<file path="config.mk">
export PLATFORM = sky130hd
export DESIGN_NAME = v3n_square
export DESIGN_NICKNAME = d
export VERILOG_FILES = /design/src/sv/v3n_pkg.sv /design/src/sv/v3n_square.sv
export SDC_FILE = /design/constraint.sdc
export NUM_CORES = 2
export LEC_CHECK = 0
export BUFFER_PORTS_ARGS = -buffer_cell sky130_fd_sc_hd__buf_2
export CORE_ASPECT_RATIO = 0.9
export CORE_MARGIN = 3
export CORE_UTILIZATION = 50
export DETAILED_ROUTE_END_ITERATION = 6
export PLACE_DENSITY_LB_ADDON = 0.2
export SYNTH_ARGS = -nofsm -noshare
export SYNTH_HDL_FRONTEND = slang
export SYNTH_SLANG_ARGS = --single-unit
</file>
<file path="constraint.sdc">
create_clock -name i_clk -period 7.2 [get_ports i_clk]
set_input_delay 0.72 -clock i_clk [delete_from_list [all_inputs] [get_ports i_clk]]
set_output_delay 0.72 -clock i_clk [all_outputs]
set_load 0.1 [all_outputs]
</file>
<file path="src/sv/v3n_pkg.sv">
// Shared widths and payload types for the 3D vector normalization core.
`default_nettype none
package v3n_pkg;

    localparam int COMP_W     = 24;            // component width, Q8.16
    localparam int FRAC_W     = 16;            // fraction bits
    localparam int UNIT_W     = FRAC_W + 2;    // unit component width, Q2.16
    localparam int SQ_W       = 2 * COMP_W;    // one raw square
    localparam int SUM_W      = 2 * COMP_W;    // three squares of magnitudes up to 2^23
    localparam int ROOT_W     = SUM_W / 2;     // square root width
    localparam int SQRT_REM_W = ROOT_W + 2;    // root remainder width
    localparam int QUO_W      = FRAC_W + 1;    // quotient up to and including 1.0
    localparam int DIV_REM_W  = COMP_W + 1;    // divider partial remainder
    localparam int IN_DATA_W  = 3 * COMP_W;
    localparam int OUT_DATA_W = 80;            // 3*18 + 24 = 78, padded to bytes

    typedef logic [COMP_W-1:0] t_comp;

    // Absolute values and signs of the three components.
    typedef struct packed {
        logic [2:0][COMP_W-1:0] mag;
        logic [2:0]             neg;
    } t_mags;

endpackage
`default_nettype wire

</file>
<file path="src/sv/v3n_square.sv">
// Front end: absolute values, raw squares and their sum over three stages.
`default_nettype none
module v3n_square (
    input  wire logic                        i_clk,
    input  wire logic                        i_rst_n,
    input  wire logic                        i_ce,
    input  wire logic                        i_valid,
    input  wire logic [v3n_pkg::IN_DATA_W-1:0] i_data,
    output logic                             o_valid,
    output v3n_pkg::t_mags                   o_mags,
    output logic [v3n_pkg::SUM_W-1:0]        o_sum
);
    import v3n_pkg::*;

    logic [2:0]            r_valid;
    t_mags                 r_mags1, r_mags2, r_mags3;
    t_mags                 n_mags1;
    logic [2:0][SQ_W-1:0]  r_sq;
    logic [SUM_W-1:0]      r_sum;

    // Split the components and take absolute values.
    always_comb begin
        t_comp v;
        for (int i = 0; i < 3; i++) begin
            v = i_data[i*COMP_W +: COMP_W];
            n_mags1.neg[i] = v[COMP_W-1];
            n_mags1.mag[i] = v[COMP_W-1] ? (~v + t_comp'(1)) : v;
        end
    end

    // Valid bits advance with the data.
    always_ff @(posedge i_clk) begin
        if (!i_rst_n) begin
            r_valid <= '0;
        end else if (i_ce) begin
            r_valid <= {r_valid[1:0], i_valid};
        end
    end

    // Payload stages: magnitudes, then squares, then their sum.
    always_ff @(posedge i_clk) begin
        if (i_ce) begin
            r_mags1 <= n_mags1;
            r_mags2 <= r_mags1;
            r_mags3 <= r_mags2;
            for (int i = 0; i < 3; i++) begin
                r_sq[i] <= r_mags1.mag[i] * r_mags1.mag[i];
            end
            r_sum <= r_sq[0] + r_sq[1] + r_sq[2];
        end
    end

    assign o_valid = r_valid[2];
    assign o_mags  = r_mags3;
    assign o_sum   = r_sum;

endmodule
`default_nettype wire

</file>
* Yosys cells after proc, flatten, opt, wreduce, memory -nomap -nowiden
Index checks and enable logic that the tools add are counted.
** Cells by class
- Add/sub/neg operators :: 5
- Multiply operators :: 3
- Muxes and demuxes :: 3
- Bitwise gates (word level) :: 3
** Operators by type and width (number)
- 24-bit by 24-bit multiplier with 48-bit output :: 3
- 48-bit adder :: 2
- 24-bit by 1-bit adder with 24-bit output, second input constant :: 3
- 24-bit inverter :: 3
- 23-bit 2-to-1 mux :: 3
** Storage, ports and cells
- Bits in registers :: 420
- Input port bits :: 76
- Output and inout bits :: 124
- Logic and storage cells :: 34

* Logic depth before layout (Yosys ltp)
- Depth in word-level cells :: 3
- Depth in mapped cells :: 27

* Worst setup path before layout
OpenSTA, ideal clock, no wires.
- Kind :: reg-to-reg
- Start point :: register r_mags1[44] (netlist bit)
- End point :: register r_sq[90] (netlist bit), data pin
- Setup time :: 259 ps
- Arrival :: 7000 ps
- Required time :: 6941 ps
- Setup slack :: -59 ps
- Cell stages (with the launch flop) :: 24
- Buffers on the path :: 3
- Period minus slack after synthesis :: 7259 ps
- Path through :: edfxtp_1 -> clkbuf_1 -> clkbuf_1 -> nand2_1 -> fa_1 -> inv_1 -> fa_1 -> fa_1 -> inv_1 -> fa_1 -> inv_1 -> fa_1 -> fa_1 -> inv_1 -> fa_1 -> inv_1 -> ha_1 -> clkbuf_1 -> nand4_1 -> o41ai_1 -> a31oi_1 -> o31ai_1 -> a31oi_1 -> xnor2_1
** Between the ends
- Longest elaborated chain between the ends :: 1
** RTL lines
- start, declared :: RTL line v3n_square.sv:16 : t_mags r_mags1, r_mags2, r_mags3;
- start signal, assigned :: RTL line v3n_square.sv:43 : r_mags1 <= n_mags1;
- 24-bit by 24-bit multiplier with 48-bit output :: RTL line v3n_square.sv:47 : r_sq[i] <= r_mags1.mag[i] * r_mags1.mag[i];
- end signal, assigned by index :: RTL line v3n_square.sv:47
- end, declared :: RTL line v3n_square.sv:18 : logic [2:0][SQ_W-1:0] r_sq;
No other way between the ends.
A chain may end at the register's enable or synchronous reset.

* Worst setup path in the final report
- Start point :: register r_mags1[41] (netlist bit)
- End point :: register r_sq[95] (netlist bit), data pin
Same word-level chain as after synthesis.

==> impl_results.md <==
- Synth unique cells: 71
- Syn Area/Cell: about 10 um^2
- Post-DRT Antenna Nets: 0
- Most frequent cells in the layout: 1773 x inv_1, 1276 x fa_1, 573 x buf_4, 547 x ha_1, 543 x nand2_1
- RSZ-0062 raised after global routing: yes
- Mux contribution to synthesized area: 0.191%
- # setup viols final: 0
- Asr flop ratio synth: 0%
- Sink Count: about 410
- Final count of pins violating max slew: 0
- Status: completed
- Hold slack final: 226 ps
- Startpoint Class: flip-flop
- Minimum clock period: 7070 ps
- Slew @ Worst Pin: 900 ps
- Vias/cell: 5.08
- CP required: 7610 ps
- Post-Synth Simple-Gate Area: 9.50%
- Hold-fix buffers, CTS: 0
- Slew margin rel.: 40.0%
- Die Span Y: ~350 um
- Slowest stage cell, crit path: fa_2
- First DRT Iteration DRCs: 2625
- Max frequency: 0.142 GHz
- WP data arrival: 7480 ps
- Die Wd: 389 um
- Starting Density: approximately half
- CTS Buf Count: 50
- XOR/XNOR Fraction of Synth Area: 3.47%
- Root buffer cell: clkbuf_16
- Min-delay worst type: in2reg
- Synth Area in Compound Gates: 6.05%
- Clock Latency Late Sink: between 700 and 800 ps
- Crit end category: flip-flop
- Post-DP HPWL: 133 mm
- Top delay family on crit path: adder cells
- Setup Skew: 63.0 ps
- Nets@finish: 9146
- I/O pins: 200
- EDFF count, synth: 411
- WL/cell: between 15 and 20 um
- Crit path top cell by count: fa_1
- Port Buf Inserts: 199
- Worst-path clk slew: 60 ps
- Largest net degree at the start of global routing: between 100 and 150
- Antenna violations before repair: 8
- First-pass GRT wire length: between 200 and 300 mm
- Area growth, synth to finish: 16.5%
- DR vias: 45374
- DRC viols: 0
- GR Util All Layers: 23.6%
- CTS tree: done
- Hold Vio Cnt, Final: 0
- Vias in the first global route: 48262
- Fraction of the mapped netlist area in adder cells: 50.7%
- Clk buf depth: 3
- Largest family of logic cells by synthesized area: adder cells
- Most common cell after layout, fill and taps aside: inv_1
- Final worst-path cycle share: 98.1%
- Share of layout cells above drive strength 1: 16.5%
- Bufs and invs on worst path: 12
- Post-Syn Instances: 6456
- Critical path class: reg2reg
- Cell row count: 125
- Prevailing post-synth register cell: edfxtp_1
- Synth Register Bits: 414
- Max Fanout on Critical Path: 3
- Max incr delay on CP: 550 ps
- Pre-antenna DRT Iters: 6
- Routability congestion estimate: 0.906
- Die area: 137000 um^2
- CTS H-tree lvls: 2
- Gr ovfl total: 0
- Seq/Total Area, Yosys: 18.8%
- Core Box Area: 130000 um^2
- Synth Warn #: 0
- Routed wire length: 158 mm
- MaxCap Viol Count: 0
- Mapped Area: 66100 um^2
## routing by layer
| metal | GRT usage, % | vias to the layer above | share of wire (%) |
|---|---|---|---|
| met2 | 38.1 | 1125 | 47 |
| met3 | 3.41 | 178 | 6.0 |
| met1 | 34.0 | 22984 | 45 |
| li1 | - | 21087 | - |
| met5 | 0 | - | 0 |
| met4 | 5.32 | 0 | 2.3 |
## final timing paths
kind,slack [ps],to,cells past startpoint,start
max reg2reg,130,r_sq[95]$_DFFE_PP_,29,r_mags1[41]$_DFFE_PP_
min reg2reg,410,o_mags[0]$_DFFE_PP_,0,r_mags2[0]$_DFFE_PP_
max,130,r_sq[95]$_DFFE_PP_,29,r_mags1[41]$_DFFE_PP_
min,230,r_mags1[3]$_DFFE_PP_,1,i_data[0]
## metrics by stage
step / setup WS [ps] / util (%) / area [um^2] / setup TNS [ps] / instances
5_1_grt: -88.0 / 59.2 / 77000 / -521 / 8933
6_report: 134 / 59.2 / 77000 / 0 / 8934
4_1_cts: 2.56 / 57.9 / 75300 / 0 / 8863
3_5_place_dp: -390 / 56.2 / 73100 / -3570 / 8744
3_3_place_gp: -444 / 56.2 / 73100 / -2500 / 8744
2_1_floorplan: 9.04 / - / 66100 / 0 / 6458
## final cells by class
| cell class | instances | area, um^2 |
|---|---|---|
| antenna | 1 | 2.50 |
| fill | 11141 | 53100 |
| clock buffer | 57 | 1300 |
| timing repair buffer | 857 | 6590 |
| sequential | 414 | 12400 |
| multi-input combinational | 4059 | 47300 |
| tap | 1714 | 2140 |
| clock inverter | 34 | 508 |
| inverter | 1798 | 6750 |
## sequential cells by signal, indices dropped and copies added (netlist names)
signal,count
o_sum,48
r_sq,138
r_valid,3
o_mags,75
r_mags1,75
r_mags2,75
## cells by family (layout without fill, tap and decap cells)
kind of cell,count (synthesis),count (layout)
other,1,4
xor gates and xnor gates,262,262
AOI/OAI and AO/OA,615,615
buffers and inverters,1985,2746
and+or+nand+nor,1277,1277
muxes,12,12
DFF,414,414
adders and majority gates,1890,1890
## cell usage after synthesis, drive strengths merged (4+ instances only)
cell type | count | area, um^2
inv | 1798 | 6750
fa | 1317 | 26400
ha | 573 | 7170
nand2 | 567 | 2130
edfxtp | 411 | 12300
and2 | 354 | 2210
clkbuf | 186 | 698
a21oi | 185 | 926
xnor2 | 185 | 1620
nor2 | 132 | 495
o21ai | 111 | 556
a21o | 91 | 683
xor2 | 77 | 674
nor2b | 33 | 206
nand3 | 32 | 160
o21bai | 32 | 240
nand4 | 27 | 169
nand2b | 23 | 144
a31oi | 22 | 138
o31ai | 22 | 165
and3 | 21 | 131
nor3 | 21 | 105
o21a | 21 | 158
o41ai | 20 | 213
a211oi | 18 | 135
o211ai | 18 | 135
or3 | 17 | 126
or2 | 13 | 86.3
or4 | 12 | 113
a2111oi | 9 | 78.8
nor4 | 8 | 50.1
o22ai | 8 | 50.1
mux2i | 7 | 70.1
and4 | 6 | 52.6
a21boi | 5 | 37.5
mux2 | 5 | 56.3
o2111ai | 5 | 43.8
a211o | 4 | 35.0
a31o | 4 | 35.0
a41oi | 4 | 35.0
nor4b | 4 | 35.0
o221ai | 4 | 35.0
## repair_timing
item / CTS / global route
setup buffers: 28 / 75
pin swaps: 10 / 156
endpoints found under the setup margin: 28 / 44
cloned: 0 / 5
gates resized for setup: 37 / 271
Power is not shown: default switching activity piles up to over one toggle a cycle in this logic, so the estimate is an artifact.
