[config.mk]
export PLATFORM = sky130hd
export DESIGN_NAME = v3n_sqrt
export DESIGN_NICKNAME = d
export VERILOG_FILES = /design/src/sv/v3n_pkg.sv /design/src/sv/v3n_sqrt.sv
export SDC_FILE = /design/constraint.sdc
export NUM_CORES = 2
export LEC_CHECK = 0
export BUFFER_PORTS_ARGS = -buffer_cell sky130_fd_sc_hd__buf_2
export CAP_MARGIN = 30
export CORE_MARGIN = 2
export CORE_UTILIZATION = 60
export CTS_BUF_LIST = sky130_fd_sc_hd__clkbuf_4
export CTS_CLUSTER_DIAMETER = 30
export DETAILED_ROUTE_END_ITERATION = 12
export HOLD_SLACK_MARGIN = 0.12
export PLACE_DENSITY = 0.83
export SYNTH_ARGS = -nofsm -noshare
export SYNTH_HDL_FRONTEND = slang
export SYNTH_MEMORY_MAX_BITS = 65536
export SYNTH_SLANG_ARGS = --single-unit
[constraint.sdc]
create_clock -name i_clk -period 5.15 [get_ports i_clk]
set_input_delay 1.03 -clock i_clk [delete_from_list [all_inputs] [get_ports i_clk]]
set_output_delay 1.03 -clock i_clk [all_outputs]
set_load 0.005 [all_outputs]
[src/sv/v3n_pkg.sv]
// Shared widths and payload types for the 3D vector normalization core.
`default_nettype none
package v3n_pkg;

    localparam int COMP_W     = 24;            // component width, Q8.16
    localparam int FRAC_W     = 16;            // fraction bits
    localparam int UNIT_W     = FRAC_W + 2;    // unit component width, Q2.16
    localparam int SQ_W       = 2 * COMP_W;    // one raw square
    localparam int SUM_W      = 2 * COMP_W;    // three squares of magnitudes up to 2^23
    localparam int ROOT_W     = SUM_W / 2;     // square root width
    localparam int SQRT_REM_W = ROOT_W + 2;    // root remainder width
    localparam int QUO_W      = FRAC_W + 1;    // quotient up to and including 1.0
    localparam int DIV_REM_W  = COMP_W + 1;    // divider partial remainder
    localparam int IN_DATA_W  = 3 * COMP_W;
    localparam int OUT_DATA_W = 80;            // 3*18 + 24 = 78, padded to bytes

    typedef logic [COMP_W-1:0] t_comp;

    // Absolute values and signs of the three components.
    typedef struct packed {
        logic [2:0][COMP_W-1:0] mag;
        logic [2:0]             neg;
    } t_mags;

endpackage
`default_nettype wire

[src/sv/v3n_sqrt.sv]
// Pipelined floor square root, one root bit per register stage.
`default_nettype none
module v3n_sqrt (
    input  wire logic                     i_clk,
    input  wire logic                     i_rst_n,
    input  wire logic                     i_ce,
    input  wire logic                     i_valid,
    input  v3n_pkg::t_mags                i_mags,
    input  wire logic [v3n_pkg::SUM_W-1:0] i_sum,
    output logic                          o_valid,
    output v3n_pkg::t_mags                o_mags,
    output logic [v3n_pkg::ROOT_W-1:0]    o_root
);
    import v3n_pkg::*;

    logic [ROOT_W:1]                      r_valid;
    t_mags                                r_mags [1:ROOT_W];
    logic [SUM_W-1:0]                     r_rad  [1:ROOT_W];
    logic [SQRT_REM_W-1:0]                r_rem  [1:ROOT_W];
    logic [ROOT_W-1:0]                    r_root [1:ROOT_W];

    for (genvar k = 0; k < ROOT_W; k++) begin : g_stage
        logic                  stg_valid;
        t_mags                 stg_mags;
        logic [SUM_W-1:0]      stg_rad;
        logic [SQRT_REM_W-1:0] stg_rem;
        logic [ROOT_W-1:0]     stg_root;
        logic [SQRT_REM_W-1:0] n_rem_pre;
        logic [SQRT_REM_W-1:0] n_trial;
        logic                  n_take;

        // The first stage takes its operands straight from the front end.
        if (k == 0) begin : g_first
            assign stg_valid = i_valid;
            assign stg_mags  = i_mags;
            assign stg_rad   = i_sum;
            assign stg_rem   = '0;
            assign stg_root  = '0;
        end else begin : g_next
            assign stg_valid = r_valid[k];
            assign stg_mags  = r_mags[k];
            assign stg_rad   = r_rad[k];
            assign stg_rem   = r_rem[k];
            assign stg_root  = r_root[k];
        end

        // Bring down the next radicand bit pair and try the new root bit.
        always_comb begin
            n_rem_pre = {stg_rem[SQRT_REM_W-3:0], stg_rad[2*(ROOT_W-1-k) +: 2]};
            n_trial   = {stg_root, 2'b01};
            n_take    = (n_rem_pre >= n_trial);
        end

        always_ff @(posedge i_clk) begin
            if (!i_rst_n) begin
                r_valid[k+1] <= 1'b0;
            end else if (i_ce) begin
                r_valid[k+1] <= stg_valid;
            end
        end

        always_ff @(posedge i_clk) begin
            if (i_ce) begin
                r_mags[k+1] <= stg_mags;
                r_rad[k+1]  <= stg_rad;
                r_rem[k+1]  <= n_take ? (n_rem_pre - n_trial) : n_rem_pre;
                r_root[k+1] <= {stg_root[ROOT_W-2:0], n_take};
            end
        end
    end

    assign o_valid = r_valid[ROOT_W];
    assign o_mags  = r_mags[ROOT_W];
    assign o_root  = r_root[ROOT_W];

endmodule
`default_nettype wire

* Yosys cells after proc, flatten, opt, wreduce, memory -nomap -nowiden
Memories as Yosys holds them, arrays and structs flattened.
Index checks and enable logic that the tools add are counted.
W data, S select, Z words.
** Storage, ports and cells
- Register bits after elaboration :: 24
- Input bits :: 127
- RAM bits :: 4152
- Output and inout port bits :: 100
- Memories kept :: 4
- Word-level logic and storage cells :: 102
** Memory list
- r_mags :: depth 24, width 75, read ports 24, clocked after memory_dff 0, wr ports 24, line v3n_sqrt.sv:17 : t_mags r_mags [1:ROOT_W];
- r_rad :: depth 24, width 48, read ports 23, clocked after memory_dff 0, wr ports 24, line v3n_sqrt.sv:18 : logic [SUM_W-1:0] r_rad [1:ROOT_W];
- r_rem :: depth 24, width 26, read ports 23, clocked after memory_dff 0, wr ports 24, line v3n_sqrt.sv:19 : logic [SQRT_REM_W-1:0] r_rem [1:ROOT_W];
- r_root :: depth 24, width 24, read ports 24, clocked after memory_dff 0, wr ports 24, line v3n_sqrt.sv:20 : logic [ROOT_W-1:0] r_root [1:ROOT_W];
** Cells by class
- Multiplexer cells :: 26
- Add/sub/neg operators :: 24
- Order comparisons :: 24
** Operators with widths (number)
- $mux W26 :: 24
- $ge A26 B26 Y1 :: 23
- $sub A26 B26 Y26 :: 23
- $sub A2 B1 Y3 const B :: 1
- $ge A2 B1 Y1 const B :: 1
- $mux W1 :: 2

* Longest topological paths before layout
An unclocked memory read counts as a cell.
- Depth in word-level cells :: 3
- Mapped depth :: 14
- Gate-level depth less buffers :: 12

* Worst setup path before layout
No wires, ideal clock.
- Kind :: register to register
- From :: reg, netlist name r_rem[0][468]
- To :: reg, netlist name r_rem[0][498]
- Cell stages (with the launch flop) :: 12
- Library setup time :: 0.260 ns
- Buffers on the path :: 2
- Arrival time :: 2.803 ns
- Path slack :: 2.088 ns
- Cell sequence :: edfxtp_1 ha_1 nor2b_1 o31a_1 o31a_1 o41ai_2 o21ai_1 o21ai_1 and4_1 buf_2 buf_4 mux2_2

==> results.tsv <==
metric	value	unit
startpoint_type	flop	
syn_inst	6615	
drv_cap	0	
slew_violations	0	
core	195200	um2
fmax	274.0	MHz
synth_fp_nets	7067	
r2r_start	r_rem[0][575]	
clock_skew	0.09599	ns
cp_slowest_cell	a211oi_1	
cp_max_fo	25	
tns	0	ns
hold_end	r_rad[0][589]	
viasPerCell	5.253	
hpwl	116500	um
first_pass_iters	7	
initial_utilization	60.48	%
ant_nets	0	
yosysTopAreaCellShare	80.74	%
synth_edf_count	3174	
finalWeightedCongestion	0.9425	
hold_depth	0	
r2r_end	r_rem[0][615]	
rows	162	
rrSetupSlack	1.50	ns
relSlewSlack	32.44	%
synth_cell_types	98	
hold_path.class	flop to flop	
portBuffers	226	
setup_viol	0	
cts_max_level	6	
finish.net_count	8236	
wirelength	188500	um
cts_buffers	792	
crit_chain	ha_1 > nand3_1 > a211oi_1 > a31o_2 > a211o_1 > a21oi_2 > a21oi_1 > nor3b_1 > o21ai_2 > buf_4 > mux2_2	
ir_drop	0.0002922	V
die_h	447.6	um
switching_share	23.62	%
share_seq_of_total_power	54.7	%
routedWlPerCell	17.15	um
grt_pass1_wl	298700	um
cp.required	6.18	ns
finalHoldViolations	0	
r2r_cells	11	
synthTopCellsByArea	edfxtp_1 (81%), ha_1 (3.4%), xnor2_1 (1.6%), xor2_1 (1.5%), inv_1 (1.2%)	
status	finished clean	
rsz0062_at_grt	false	
ys_seq_area_share	81.15	%
die-area	200300	um2
worstMarginPinSlew	1.013	ns
critPathKind	flop to flop	
layout-drive-gt1-share	20.07	%
async_flop_share	0	%
synth_area	118000	um2
clockBufferDepth	4	
p_clk_share	35.2	%
cts_sinks	3198	
drt_iter0_markers	3268	
overflow	0	
cts_tree	done	
grt_use_total	18.88	%
cp_slowest_stage_delay	0.50	ns
ys.flop_type	edfxtp_1	
via_count	57730	
fin_cells	10990	
clkTransAtPathRegs	0.06	ns
fin_crit	3.649	ns
synth_top_area_cell	edfxtp_1	
post_cts.repair.setup_buffers	0	
p_leak	50.16	nW
avgSynthCellArea	17.85	um2
grt_max_degree	126	
final_cell_mix	edfxtp_1 (3174), clkbuf_4 (1152), inv_1 (393)	
pwr-share-comb	10.1	%
ctsRootBufferMaster	clkbuf_4	
hp-start	r_rad[0][541]	
post-place-cells	9486	
timing.critical_path.arrival	4.67	ns
mostFrequentLayoutCell	edfxtp_1	
cp-end-kind	flop	
drc_errors	0	
cts_resized	0	
p_switching	13.95	mW
synth-warning-count	0	
clock_latency	1.37	ns
area_growth	14.10	%
ys_ff_latch	3198	
die_x	447.6	um
pin_count	227	
grt_pass1_vias	60675	
antenna_found_initial	4	
p_per_area	438.5	nW/um2
p_int	45.11	mW
period_share	70.86	%
## worst max-delay path by stage
stage,from,to,slack (ns),depth (start not counted)
global placement,r_rem[0][468],r_rem[0][498],1.62,10
CTS,r_rem[0][575],r_rem[0][615],1.51,11
global route,r_root[0][480],r_rem[0][569],1.29,12
finish,r_rem[0][575],r_rem[0][615],1.50,11
floorplan,r_rem[0][468],r_rem[0][498],2.09,11
detailed placement,r_rem[0][468],r_rem[0][498],1.59,10
## Yosys cell counts (all sizes together), types with 10 or more instances
| master | n |
|---|---|
| xor2 | 203 |
| a211o | 18 |
| o21a | 66 |
| nor2 | 261 |
| o21bai | 21 |
| nor3 | 95 |
| mux2i | 33 |
| nand3b | 15 |
| nand3 | 74 |
| or4 | 28 |
| and3 | 18 |
| ha | 325 |
| or3 | 46 |
| mux2 | 60 |
| a21oi | 287 |
| or2 | 17 |
| nor3b | 14 |
| dfxtp | 24 |
| clkbuf | 41 |
| nand2b | 67 |
| a31oi | 29 |
| a21o | 93 |
| edfxtp | 3174 |
| xnor2 | 213 |
| nor2b | 65 |
| o211ai | 17 |
| and2 | 17 |
| o21ai | 266 |
| o31a | 10 |
| nor4 | 57 |
| inv | 394 |
| nand4 | 49 |
| buf | 39 |
| o31ai | 26 |
| nand2 | 320 |
| a211oi | 18 |
## what timing repair did
item	in CTS	in global routing
hold endpoints to repair	164	0
setup endpoints to repair	0	0
hold buffers	128	0
## per-stage QoR
step                      util (%)  cell area [um2]  hold slack [ns]  total power, mW  setup slack, ns
after floorplan                  -           118000           0.4003            36.58            2.088
after CTS                    68.99           134700           0.1715            59.71            1.506
after global placement       63.17           123300           0.4000            38.35            1.622
after detailed placement     63.17           123300           0.4045            38.71            1.585
final                        69.00           134700           0.3453            59.06            1.501
after global routing         69.00           134700           0.2252            62.00            1.291
## registers in the layout, indices dropped and copies added (netlist names)
register           flops
r_root               300
o_valid                1
r_rem                522
r_rad                552
r_mags              1800
g_stage.stg_valid     23
## critical path: cells and delay by family (launching register included)
family                   cells  cell delay [ns]
AO/OA/AOI/OAI                6             1.43
adder cells (fa/ha/maj)      1             0.39
buffers and inverters        1             0.32
flip-flops                   1             0.40
multiplexers                 1             0.38
AND/OR/NAND/NOR              2             0.37
## metal layers
layer / up-vias / GRT usage (%) / part of all wire [%]
met5: - / 0 / 0
met2: 1393 / 35.33 / 56
met1: 27752 / 19.31 / 36
li1: 28095 / - / -
met3: 490 / 4.253 / 3.9
met4: 0 / 10.39 / 4.3
## cells by family (layout without fill, tap and decap cells)
logic type	after synthesis	count (layout)	share of synthesized area (%)
AO/OA/AOI/OAI	926	926	4.832
AND/OR/NAND/NOR	1182	1182	5.082
adder cells (fa/ha/maj)	325	325	3.445
buffers and inverters	474	2214	1.553
XOR/XNOR	416	416	3.086
other	1	12	0.003177
multiplexers	93	93	0.8522
flip-flops	3198	3198	81.15
## power groups by stage
stage / Sequential, mW / Clock (mW) / Combinational [mW]
2_1_floorplan: 32.5 / 0 / 4.13
3_3_place_gp: 32.7 / 0 / 5.60
3_5_place_dp: 32.9 / 0 / 5.83
4_1_cts: 32.3 / 21.4 / 5.94
5_1_grt: 32.5 / 22.8 / 6.63
6_report: 32.3 / 20.8 / 5.96
## area by class of cell
cell class / instances / area [um2]
sequential: 3198 / 95790
fill: 12325 / 60500
multi-input combinational: 2943 / 20430
clock buffer: 1152 / 8648
timing repair buffer: 455 / 3598
tap: 2624 / 3283
inverter: 394 / 1479
clock inverter: 213 / 1431
antenna: 11 / 27.53
No activity file was read; power rests on OpenSTA's default activity.
