===== src/sv/v3n_pkg.sv =====
// Shared widths and payload types for the 3D vector normalization core.
`default_nettype none
package v3n_pkg;

    localparam int COMP_W     = 24;            // component width, Q8.16
    localparam int FRAC_W     = 16;            // fraction bits
    localparam int UNIT_W     = FRAC_W + 2;    // unit component width, Q2.16
    localparam int SQ_W       = 2 * COMP_W;    // one raw square
    localparam int SUM_W      = 2 * COMP_W;    // three squares of magnitudes up to 2^23
    localparam int ROOT_W     = SUM_W / 2;     // square root width
    localparam int SQRT_REM_W = ROOT_W + 2;    // root remainder width
    localparam int QUO_W      = FRAC_W + 1;    // quotient up to and including 1.0
    localparam int DIV_REM_W  = COMP_W + 1;    // divider partial remainder
    localparam int IN_DATA_W  = 3 * COMP_W;
    localparam int OUT_DATA_W = 80;            // 3*18 + 24 = 78, padded to bytes

    typedef logic [COMP_W-1:0] t_comp;

    // Absolute values and signs of the three components.
    typedef struct packed {
        logic [2:0][COMP_W-1:0] mag;
        logic [2:0]             neg;
    } t_mags;

endpackage
`default_nettype wire


===== src/sv/v3n_div.sv =====
// Three-lane pipelined restoring divider, one quotient bit per register stage.
`default_nettype none
module v3n_div (
    input  wire logic                        i_clk,
    input  wire logic                        i_rst_n,
    input  wire logic                        i_ce,
    input  wire logic                        i_valid,
    input  v3n_pkg::t_mags                   i_mags,
    input  wire logic [v3n_pkg::ROOT_W-1:0]  i_len,
    output logic                             o_valid,
    output logic [2:0]                       o_neg,
    output logic [v3n_pkg::ROOT_W-1:0]       o_len,
    output logic [2:0][v3n_pkg::QUO_W-1:0]   o_quo
);
    import v3n_pkg::*;

    logic [QUO_W:1]                    r_valid;
    logic [2:0]                        r_neg  [1:QUO_W];
    logic [ROOT_W-1:0]                 r_len  [1:QUO_W];
    logic [2:0][DIV_REM_W-1:0]         r_rem  [1:QUO_W];
    logic [2:0][QUO_W-1:0]             r_quo  [1:QUO_W];

    for (genvar j = 0; j < QUO_W; j++) begin : g_stage
        logic                      stg_valid;
        logic [2:0]                stg_neg;
        logic [ROOT_W-1:0]         stg_len;
        logic [2:0][DIV_REM_W-1:0] stg_rem;
        logic [2:0][QUO_W-1:0]     stg_quo;
        logic [2:0]                stg_bit;
        logic [2:0][DIV_REM_W-1:0] n_pre;
        logic [2:0]                n_take;

        // The upper numerator bits (magnitude shifted left, upper part) start
        // as the remainder; they stay below the divisor since
        // |component| <= length. The numerator bit for the first step is the
        // magnitude's low bit, and zeros follow.
        if (j == 0) begin : g_first
            assign stg_valid = i_valid;
            assign stg_neg   = i_mags.neg;
            assign stg_len   = i_len;
            assign stg_quo   = '0;
            for (genvar i = 0; i < 3; i++) begin : g_lane
                assign stg_rem[i] = DIV_REM_W'(i_mags.mag[i][COMP_W-1:1]);
                assign stg_bit[i] = i_mags.mag[i][0];
            end
        end else begin : g_next
            assign stg_valid = r_valid[j];
            assign stg_neg   = r_neg[j];
            assign stg_len   = r_len[j];
            assign stg_rem   = r_rem[j];
            assign stg_quo   = r_quo[j];
            assign stg_bit   = '0;
        end

        // Shift in the numerator bit and compare against the divisor.
        always_comb begin
            for (int i = 0; i < 3; i++) begin
                n_pre[i]  = {stg_rem[i][DIV_REM_W-2:0], stg_bit[i]};
                n_take[i] = (n_pre[i] >= {1'b0, stg_len});
            end
        end

        always_ff @(posedge i_clk) begin
            if (!i_rst_n) begin
                r_valid[j+1] <= 1'b0;
            end else if (i_ce) begin
                r_valid[j+1] <= stg_valid;
            end
        end

        always_ff @(posedge i_clk) begin
            if (i_ce) begin
                r_neg[j+1] <= stg_neg;
                r_len[j+1] <= stg_len;
                for (int i = 0; i < 3; i++) begin
                    r_rem[j+1][i] <= n_take[i] ? (n_pre[i] - {1'b0, stg_len}) : n_pre[i];
                    r_quo[j+1][i] <= {stg_quo[i][QUO_W-2:0], n_take[i]};
                end
            end
        end
    end

    assign o_valid = r_valid[QUO_W];
    assign o_neg   = r_neg[QUO_W];
    assign o_len   = r_len[QUO_W];
    assign o_quo   = r_quo[QUO_W];

endmodule
`default_nettype wire


===== config.mk =====
export PLATFORM = sky130hd
export DESIGN_NAME = v3n_div
export DESIGN_NICKNAME = d
export VERILOG_FILES = /design/src/sv/v3n_pkg.sv /design/src/sv/v3n_div.sv
export SDC_FILE = /design/constraint.sdc
export NUM_CORES = 2
export LEC_CHECK = 0
export BUFFER_PORTS_ARGS = -buffer_cell sky130_fd_sc_hd__clkbuf_2
export CORE_MARGIN = 2
export CORE_UTILIZATION = 50
export DETAILED_ROUTE_END_ITERATION = 7
export GPL_TIMING_DRIVEN = 0
export PLACE_DENSITY = 0.66
export RECOVER_POWER = 50
export SYNTH_ARGS = -nofsm -noshare
export SYNTH_HDL_FRONTEND = slang
export SYNTH_SLANG_ARGS = --single-unit

===== constraint.sdc =====
create_clock -name i_clk -period 4.5 [get_ports i_clk]
set_input_delay 0.225 -clock i_clk [delete_from_list [all_inputs] [get_ports i_clk]]
set_output_delay 0.225 -clock i_clk [all_outputs]
set_load 0.02 [all_outputs]

Word level (Yosys, flattened, before mapping):

Memories as Yosys holds them, arrays and structs flattened.
Cells that the tools add are included.

* register bits after elaboration: 17
* bits in latches: 0
* RAM bits: 2601
* memory bits (read-only): 0
* logic and storage cells: 176
* memories kept: 4

Memories
* r_rem: depth 17, bits a word 75, read ports 16, clocked after memory_dff 0, write ports 17, RTL line v3n_div.sv:20 `logic [2:0][DIV_REM_W-1:0] r_rem [1:QUO_W];`
* r_quo: depth 17, bits a word 51, read ports 17, clocked after memory_dff 0, write ports 17, RTL line v3n_div.sv:21 `logic [2:0][QUO_W-1:0] r_quo [1:QUO_W];`
* r_len: depth 17, bits a word 24, read ports 17, clocked after memory_dff 0, write ports 17, RTL line v3n_div.sv:19 `logic [ROOT_W-1:0] r_len [1:QUO_W];`
* r_neg: depth 17, bits a word 3, read ports 17, clocked after memory_dff 0, write ports 17, RTL line v3n_div.sv:18 `logic [2:0] r_neg [1:QUO_W];`

* $add $sub $neg: 51
* $mul: 0
* divide/modulo/power cells: 0
* $lt $le $gt $ge: 51
* equality and inequality tests: 0
* shift-type cells: 0
* muxes and demuxes: 53
* bitwise gates (word level): 0
* reductions and logical operators: 0

Operator list (number)
* 2-to-1 mux 25 bit: 51
* >= comparator 25 x 24 -> 1 bit: 48
* subtractor 25 x 24 -> 25 bit: 48
* subtractor 24 x 24 -> 25 bit: 3
* >= comparator 24 bit: 3
* 2-to-1 mux 1 bit: 2

Longest topological paths before layout:

An unclocked memory read counts as a cell.

* depth in word-level cells: 3
* gate-level depth with buffers: 15
* mapped depth without buffers: 14

Least setup slack after synthesis:

OpenSTA, ideal clock, no wires.

* path kind: register -> register
* start: register r_len[0][361] (netlist name)
* end: register r_rem[4][32] (netlist name)
* library setup time: 0.260 ns
* arrival time: 3.651 ns
* required time: 4.240 ns
* slack: 0.590 ns
* cell stages (with the launch flop): 15
* period minus slack after synthesis: 3.910 ns
* cell sequence: edfxtp_1 -> inv_1 -> ha_1 -> nor2b_1 -> o21ai_0 -> a21boi_1 -> o21a_1 -> a221o_2 -> a21o_2 -> a221oi_4 -> o311a_2 -> nand3_2 -> a311oi_4 -> buf_6 -> mux2_2

==> results.json <==
{
  "power_switching_mw": 47.98,
  "cts.sinks": 2087,
  "syn_to_final_growth_pct": 12.05,
  "post-route-min-period_ns": 4.474,
  "slew_violations": 560,
  "failed_checks": "capacitance limit, slew limit",
  "dp_hpwl_mm": 323.7,
  "async_flop_share_pct": 0,
  "multi_input_area_sq_mm": 0.06475,
  "status": "finished with violations",
  "cts_tree": "done",
  "reg2reg_depth": 14,
  "worst_hold_slack_ns": 0.09610,
  "filler_cell_count": 22180,
  "finalHoldViolCount": 0,
  "finalWirelength_mm": 402.3,
  "first_iter_violations": 9917,
  "r2r_end": "r_rem[1][295]",
  "ys_warn_count": 0,
  "via_per_inst": 5.977,
  "io_pins": 182,
  "start_util_pct": 50.24,
  "netlist_area_sq_mm": 0.1304,
  "crit_type": "reg -> reg",
  "required_ns": 5.15,
  "dr.pass1.iters": 7,
  "hold_depth": 2,
  "die_h_microns": 514.6,
  "path_clk_slew_ns": 0.06,
  "instances_no_fill": 16140,
  "cts-root-buf": "clkbuf_16",
  "grt_pass1_vias": 91460,
  "portBuffers": 181,
  "synthCells": 11940,
  "hp-class": "in -> reg",
  "ys_seq_area_share_pct": 47.94,
  "drc_errors": 0,
  "ctsHtreeMaxLevel": 4,
  "grt_remaining_overflow": 0,
  "p_per_area_mw_per_mm2": 786.1,
  "cp-end-kind": "flip-flop",
  "place_inst": 15540,
  "synth_edf_count": 2070,
  "yosysTopAreaCellShare_pct": 47.68,
  "clkLatencyLatePin_ns": 0.91,
  "worstPathMaxFanout": 10,
  "setup_violations": 0,
  "ys.flop_type": "edfxtp_1",
  "timing.rr.start": "r_len[0][152]",
  "dieWidth_microns": 514.6,
  "vias": 96460,
  "synth_area_per_cell_sq_um": 10.92,
  "intPower_mw": 66.85,
  "skew_ns": 0.03996,
  "rows": 187,
  "synth.distinct_cells": 93,
  "rrSetupSlack_ns": 0.03,
  "clock.fmax_mhz": 223.5,
  "grt_pass1_wl_mm": 583.9,
  "grt_max_degree": 128,
  "vdd_drop_max_uv": 505.3,
  "place_congestion": 1.014,
  "synth_area_leader_cell": "edfxtp_1",
  "worstHoldEndpoint": "r_neg[1][2]",
  "final_nets": 13910,
  "tns_ns": 0,
  "synth_seq_cells": 2087,
  "start_kind": "flip-flop",
  "grt_use_total_pct": 29.55,
  "finalCritPeriodShare_pct": 99.42,
  "p_seq_share_pct": 31.3,
  "die_area_sq_mm": 0.2648,
  "cp.arrival_ns": 5.12,
  "clkPwrFrac_pct": 17.2,
  "clockBufferDepth": 4,
  "synthesis.nets": 13310,
  "combPwrFrac_pct": 51.6,
  "post_drt_wl_per_cell_microns": 24.93,
  "regArea_sq_mm": 0.06250,
  "p_sw_share_pct": 41.78,
  "hp-start": "i_mags[2]",
  "synthTopCellsByArea": "edfxtp_1 (48%), ha_1 (12%), mux2_2 (4.1%), a21oi_1 (3.7%), xnor2_1 (3.6%)",
  "antenna_found_initial": 24,
  "worst_pin_slew_ns": 2.629,
  "antenna_left": 0,
  "core_area_sq_mm": 0.2595,
  "drive_gt1_share_pct": 9.928,
  "maxCapViolations": 5,
  "numCtsBuffers": 231,
  "relSlewSlack_pct": -75.23,
  "p_leak_nw": 58.87
}
## layout by cell type (no fill, tap or decap), types with 94 or more instances in the layout
| cell type | n |
|---|---|
| clkbuf_2 | 150 |
| a31oi_1 | 94 |
| edfxtp_1 | 2070 |
| ha_1 | 1220 |
| nand2b_1 | 153 |
| xor2_1 | 357 |
| a21oi_1 | 945 |
| nand2_1 | 814 |
| nor2_1 | 852 |
| clkbuf_16 | 235 |
| o21ai_0 | 783 |
| clkbuf_1 | 232 |
| inv_1 | 774 |
| a21o_1 | 443 |
| nor2b_1 | 208 |
| nor3_1 | 182 |
| mux2_2 | 473 |
| nand4_1 | 155 |
| xnor2_1 | 532 |
| o21bai_1 | 103 |
| nand3_1 | 188 |
| dlygate4sd3_1 | 119 |
| o21a_1 | 168 |
## layout make-up
| cell class | count | area share [%] |
|---|---|---|
| sequential | 2087 | 42.79 |
| multi-input combinational | 8868 | 44.33 |
| clock buffer | 274 | 4.126 |
| buffer | 199 | 0.6673 |
| inverter | 777 | 2.000 |
| antenna | 4 | 0.006852 |
| tap | 3402 | 2.914 |
| clock inverter | 155 | 1.258 |
| timing repair buffer | 372 | 1.914 |
## worst max path at each step
| stage | start | endpoint | cells after the start |
|---|---|---|---|
| after global routing | r_len[0][98] | r_rem[1][92] | 15 |
| after floorplan | r_len[0][361] | r_rem[4][32] | 14 |
| after detailed placement | r_len[0][313] | r_rem[3][151] | 14 |
| after global placement | i_ce | g_stage[15].stg_valid | 5 |
| final | r_len[0][152] | r_rem[1][295] | 14 |
| after CTS | r_len[0][169] | r_rem[2][10] | 14 |
## flip-flops by register name (all words and copies together) (netlist names)
name	count
r_rem	1152
g_stage.stg_valid	16
o_valid	1
r_neg	51
r_quo	459
r_len	408
## timing repair
item	CTS	global route
setup endpoints to repair	865	780
hold buffers	119	0
pin swaps	11	9
buffers inserted	22	30
hold endpoints to repair	170	0
gates resized for setup	160	132
## worst max-delay path, cell delays in order, from the launching register on
cell,delay (ns)
edfxtp_1,0.45
inv_1,0.17
ha_1,0.38
and3_1,0.25
nand2_1,0.17
nor2_1,0.17
o31ai_2,0.11
a21oi_1,0.36
a41oi_2,0.28
a211o_1,0.38
o31ai_1,0.39
o31ai_2,0.14
clkbuf_4,0.25
clkbuf_4,0.27
o21ai_0,0.46
## power by group through the flow
| stage | Sequential [mW] | Combinational [mW] | Clock, mW |
|---|---|---|---|
| after global placement | 37.8 | 55.6 | 0 |
| final | 35.9 | 59.2 | 19.7 |
| after floorplan | 33.2 | 40.5 | 0 |
| after CTS | 35.9 | 57.9 | 20.2 |
| after detailed placement | 36.3 | 56.6 | 0 |
| after global routing | 36.3 | 64.5 | 20.8 |
## per-stage QoR
stage	setup slack, ns	area (sq um)	power (mW)	util [%]
final	0.02618	146100	114.8	56.29
after floorplan	0.5896	130400	73.70	-
after global placement	-32.20	135500	93.40	52.23
after detailed placement	-1.180	136100	92.90	52.44
after global routing	-0.02503	146100	121.6	56.29
after CTS	0.0001794	145800	114.0	56.18
## metal layers
layer	vias up	global-route usage (%)	routed length, microns
met5	-	0	41
met4	8	8.668	12600
met3	553	4.707	28300
met2	3285	45.44	177600
met1	46790	42.93	183800
li1	45820	-	-
## cell families after synthesis
kind of cell / share of synthesized area [%]
buffers and inverters: 2.860
flip-flops: 47.94
XOR/XNOR: 5.973
multiplexers: 4.439
adder cells (fa/ha/maj): 12.46
AND/OR/NAND/NOR: 10.80
AO/OA/AOI/OAI: 15.53
## synthesized netlist by cell type, types with 25 or more instances
| library cell | n |
|---|---|
| and2_1 | 64 |
| nor2b_1 | 208 |
| or3_1 | 79 |
| fa_1 | 48 |
| o211ai_1 | 53 |
| or2_2 | 35 |
| o31ai_1 | 86 |
| a21oi_1 | 962 |
| xor2_1 | 357 |
| o21ai_0 | 794 |
| a21boi_0 | 89 |
| edfxtp_1 | 2070 |
| a221oi_1 | 25 |
| xnor2_1 | 532 |
| a211oi_1 | 83 |
| o21a_1 | 169 |
| a211o_1 | 44 |
| inv_1 | 774 |
| ha_1 | 1221 |
| a31o_2 | 34 |
| mux2i_1 | 46 |
| nor3_1 | 185 |
| nor2_1 | 853 |
| o21bai_1 | 104 |
| nand3_1 | 189 |
| nand2b_1 | 153 |
| mux2_2 | 473 |
| nand2_1 | 814 |
| clkbuf_1 | 181 |
| nor4_1 | 41 |
| nand4_1 | 155 |
| and3_1 | 74 |
| a31oi_1 | 101 |
| a21o_1 | 443 |
Note: power is estimated with default switching activity, not from simulation.
